$ cat config.mk
export PLATFORM = sky130hd
export DESIGN_NAME = flc_ctrl
export DESIGN_NICKNAME = d
export VERILOG_FILES = /design/src/design/assert_macros.svh /design/src/design/flc_pkg.sv /design/src/design/flc_ctrl.sv
export SDC_FILE = /design/constraint.sdc
export NUM_CORES = 1
export LEC_CHECK = 0
export ABC_AREA = 1
export BUFFER_PORTS_ARGS = -buffer_cell sky130_fd_sc_hd__buf_2
export CORE_AREA = 2 2 39 41
export CTS_BUF_LIST = sky130_fd_sc_hd__clkbuf_4
export DETAILED_ROUTE_END_ITERATION = 8
export DIE_AREA = 0 0 41 43
export GPL_ROUTABILITY_DRIVEN = 0
export SYNTH_ARGS = -nofsm -noshare
export SYNTH_HDL_FRONTEND = slang
export SYNTH_SLANG_ARGS = --single-unit
$ cat constraint.sdc
create_clock -name clk -period 2.29 [get_ports clk]
set_clock_uncertainty 0.2 [all_clocks]
set_input_delay 0.3435 -clock clk [delete_from_list [all_inputs] [get_ports clk]]
set_output_delay 0.3435 -clock clk [all_outputs]
set_load 0.02 [all_outputs]
$ cat src/design/assert_macros.svh
// Assertion macros shared by the cache RTL.
// Needs a clock named clk and a reset named rst in the including scope.
`ifndef ASSERT_MACROS_SVH
`define ASSERT_MACROS_SVH
// antecedent implies consequent in the same cycle
`define FLC_ASSERT_IMP(label, a, c) \
  label: assert property (@(posedge clk) disable iff (rst) (a) |-> (c)) \
    else $error("assertion failed");
// condition holds at every clock edge
`define FLC_ASSERT_ALW(label, c) \
  label: assert property (@(posedge clk) disable iff (rst) (c)) \
    else $error("assertion failed");
`endif

$ cat src/design/flc_pkg.sv
`timescale 1ns / 1ps
// Package for the frame pinned LFU image cache: sizes, codes, types.
// No dependencies.
package flc_pkg;
  localparam int CACHE_ENTRIES = 256;
  localparam int IDX_W = $clog2(CACHE_ENTRIES);
  localparam int CNT_W = $clog2(CACHE_ENTRIES + 1);
  localparam int EVICT_MAX = 511;

  localparam logic [1:0] REQ_ACCESS = 2'd0;
  localparam logic [1:0] REQ_FRAME  = 2'd1;
  localparam logic [1:0] REQ_CLEAR  = 2'd2;

  typedef struct packed {
    logic [63:0] key;
    logic [16:0] handle;
    logic [31:0] uses;
    logic [31:0] frame;
  } entry_t;

  typedef struct packed {
    logic simple;
    logic latch;
    logic scan_ck;
    logic idx_inc;
    logic idx_clr;
    logic hit_wr;
    logic ev_ck;
    logic ins;
  } cmd_t;

  typedef struct packed {
    logic is_access;
    logic match;
    logic last;
    logic full;
  } sts_t;

  function automatic logic [8:0] sat_evict(input logic [CNT_W-1:0] n);
    if (CNT_W > 9 && 32'(n) > 32'(EVICT_MAX)) begin
      sat_evict = 9'(EVICT_MAX);
    end else begin
      sat_evict = 9'(n);
    end
  endfunction
endpackage

$ cat src/design/flc_ctrl.sv
`timescale 1ns / 1ps
// Sequencer for the cache: lookup scan, eviction pass, insert.
// Depends on flc_pkg.
module flc_ctrl import flc_pkg::*; (
  input  logic clk,
  input  logic rst,
  input  logic start,
  input  sts_t sts,
  output cmd_t cmd,
  output logic busy
);
  typedef enum logic [6:0] {
    S_IDLE = 7'b0000001,
    S_RD   = 7'b0000010,
    S_CK   = 7'b0000100,
    S_HIT  = 7'b0001000,
    S_ERD  = 7'b0010000,
    S_ECK  = 7'b0100000,
    S_INS  = 7'b1000000
  } state_t;

  state_t state, state_next;

  always_ff @(posedge clk) begin
    if (rst) begin
      state <= S_IDLE;
    end else begin
      state <= state_next;
    end
  end

  assign busy = (state != S_IDLE);

  always_comb begin
    cmd = '0;
    state_next = state;
    case (state)
      S_IDLE: begin
        if (start) begin
          if (sts.is_access) begin
            cmd.latch = 1'b1;
            cmd.idx_clr = 1'b1;
            state_next = S_RD;
          end else begin
            cmd.simple = 1'b1;
          end
        end
      end
      S_RD: state_next = S_CK;
      S_CK: begin
        if (sts.match) begin
          state_next = S_HIT;
        end else begin
          cmd.scan_ck = 1'b1;
          if (!sts.last) begin
            cmd.idx_inc = 1'b1;
            state_next = S_RD;
          end else if (sts.full) begin
            cmd.idx_clr = 1'b1;
            state_next = S_ERD;
          end else begin
            state_next = S_INS;
          end
        end
      end
      S_HIT: begin
        cmd.hit_wr = 1'b1;
        state_next = S_IDLE;
      end
      S_ERD: state_next = S_ECK;
      S_ECK: begin
        cmd.ev_ck = 1'b1;
        if (sts.last) begin
          state_next = S_INS;
        end else begin
          cmd.idx_inc = 1'b1;
          state_next = S_ERD;
        end
      end
      S_INS: begin
        cmd.ins = 1'b1;
        state_next = S_IDLE;
      end
      default: state_next = S_IDLE;
    endcase
  end
endmodule

==> flow_metrics.tcl <==
set metrics [dict create \
    wirelength_um 905 \
    clkLatencyLatePin_ns 0.25 \
    vias 445 \
    path_class "reg -> out" \
    gr-total-overflow 0 \
    die_y_um 43 \
    grt_max_degree 8 \
    route.detailed.drc 0 \
    reg_top3 "state (7)" \
    reg2reg_setup_slack_ns 1.02 \
    period_needed_ns 1.91 \
    core_area_um2 1380 \
    fp.dieArea_um2 1760 \
    postCtsHoldBufs 0 \
    io-pin-count 16 \
    fin_nets 93 \
    min-delay-start "rst" \
    ir_drop_mv 0.355 \
    worstPathRequired_ns 1.75 \
    die_x_um 41 \
    cts_resized 0 \
    fillCellCount 163 \
    maxSlewViolCount 0 \
    whs_endpoint "state[1]$_SDFFE_PP0P_" \
    grt_pass1_wl_mm 1.44 \
    antenna_found_initial 0 \
    placement_rows 14 \
    syn_avg_cell_area_um2 6.67 \
    diodes 0 \
    numCtsBuffers 3 \
    r2r_end "state[0]$_SDFFE_PP1P_" \
    critPathArrivalTime_ns 1.37 \
    cts_num_sinks 7 \
    ys_ff_latch 7 \
    timing.final.crit_share_pct 83.4 \
    synth_fp_nets 73 \
    clk_pin_slew_ns 0.06 \
    maxCapViolations 0 \
    portBuffers 15 \
    initial_core_util_pct 31.8 \
    cp-end-kind "output pin" \
    relSlewSlack_pct 84.6 \
    synth_area_um2 440 \
    synth_warnings 0 \
    h-tree-depth 1 \
    cp-start-kind "flop" \
    grt_pass1_vias 374 \
    clk_path_buf_depth 2 \
    drtAntennaViolNets 0 \
    dpl.hpwl_um 760 \
    post_cts_buffers 0 \
    startpoint "state[3]$_SDFFE_PP0P_" \
    hold_viol 0 \
    track_usage_pct 12.9 \
    worstMarginPinSlew_ns 0.229 \
    critPathMaxFanout 4 \
    regMostFlops "state" \
    final_area_um2 566 \
    ys_seq_area_share_pct 31.8 \
    via_per_inst 4.41 \
    grt_setup_unrepaired "no" \
    largest_reg_flops 7 \
    fmax_ghz 0.524 \
    power_leakage_uw 0.000294 \
    drive_above_1_share_pct 38.8 \
    hp-class "in -> reg" \
    setup_tns_ns 0 \
    syn_to_final_growth_pct 28.4 \
    dp_cells 97 \
    r2r_cells 6 \
    first_iter_violations 7 \
    r2r_start "state[0]$_SDFFE_PP1P_" \
    root_buffer "clkbuf_4" \
    ys_types 14 \
    drt_first_pass_iters 4 \
    cts_tree "yes" \
    hold_slack_ns 0.151 \
    placed_cell_area_um2 536 \
    netlist_instances 66 \
    wire_per_inst_um 8.96 \
    hold_depth 2 \
    status "complete, no violations" \
    p_per_area_nw_per_um2 718 \
    finalSetupViolCount 0 \
    final_cells 101 \
]
-- per-stage QoR --
stage	total power [µW]	setup slack, ns	util (%)
2_1_floorplan	246	0.502	-
3_3_place_gp	280	0.686	38.7
3_5_place_dp	282	0.644	38.7
4_1_cts	413	0.359	40.9
5_1_grt	436	0.255	40.9
6_report	406	0.380	40.9
-- cells by family after synthesis --
group           synth area share, %
simple gates                   54.5
compound gates                 3.41
flops                          31.8
buf+inv                        10.2
-- synthesized netlist by cell type --
master   count  area share, %
nand2_2      5            7.1
nand2_4      1            2.6
inv_1       11            9.4
nand3_1      6            6.8
nor2_4       4             10
o21ai_1      1            1.1
nor3_1       4            4.5
nor4_1       2            2.8
nor2_1       9            7.7
inv_2        1           0.85
nor2_2       3            4.3
dfxtp_1      7             32
nand2_1     10            8.5
a21oi_1      2            2.3
-- cell type report --
type | instances | area [µm²] | area share [%]
inverter | 12 | 45.0 | 7.96
multi-input combinational | 47 | 255 | 45.1
sequential | 7 | 140 | 24.8
clock buffer | 4 | 30.0 | 5.31
tap | 16 | 20.0 | 3.54
timing repair buffer | 15 | 75.1 | 13.3
-- metal layers --
layer | global-route usage (%) | wire length, µm | up-vias | share of wire (%)
met3 | 4.71 | 62 | 2 | 6.9
li1 | - | - | 246 | -
met4 | 10.0 | 11 | 0 | 1.2
met5 | 0 | 0 | - | 0
met2 | 16.9 | 405 | 14 | 45
met1 | 16.1 | 425 | 183 | 47
-- worst max path at each step --
stage          depth (start not counted)      to  slack [ns]
2_1_floorplan                          5  cmd[7]        0.50
3_3_place_gp                           6  cmd[7]        0.69
3_5_place_dp                           6  cmd[7]        0.64
4_1_cts                                6  cmd[7]        0.36
5_1_grt                                6  cmd[7]        0.26
6_report                               6  cmd[7]        0.38
-- where the power goes --
part	internal, µW	total (µW)	switching [µW]	leakage [µW]
combinational	47.4	138	91.1	0.000218
clock	78.6	128	49.7	0.0000184
sequential	132	139	7.08	0.0000568
total	258	406	148	0.000294
-- critical path, stage by stage, from the launching register on --
cell	delay [ns]
dfxtp_1	0.33
nor2_2	0.16
nand3_1	0.13
nor2_4	0.13
inv_2	0.07
nor3_1	0.11
buf_2	0.18
-- cells in the final DEF (no fill, tap or decap) --
cell type and count:
nand2_2 5, o21ai_1 1, nor2_4 4, buf_2 15, nand3_1 6, nor2_2 3, nor3_1 4, clkbuf_4 4
inv_2 1, nand2_4 1, dfxtp_1 7, inv_1 11, nor4_1 2, a21oi_1 2, nand2_1 10, nor2_1 9
Power figures use the tool's default switching activity.
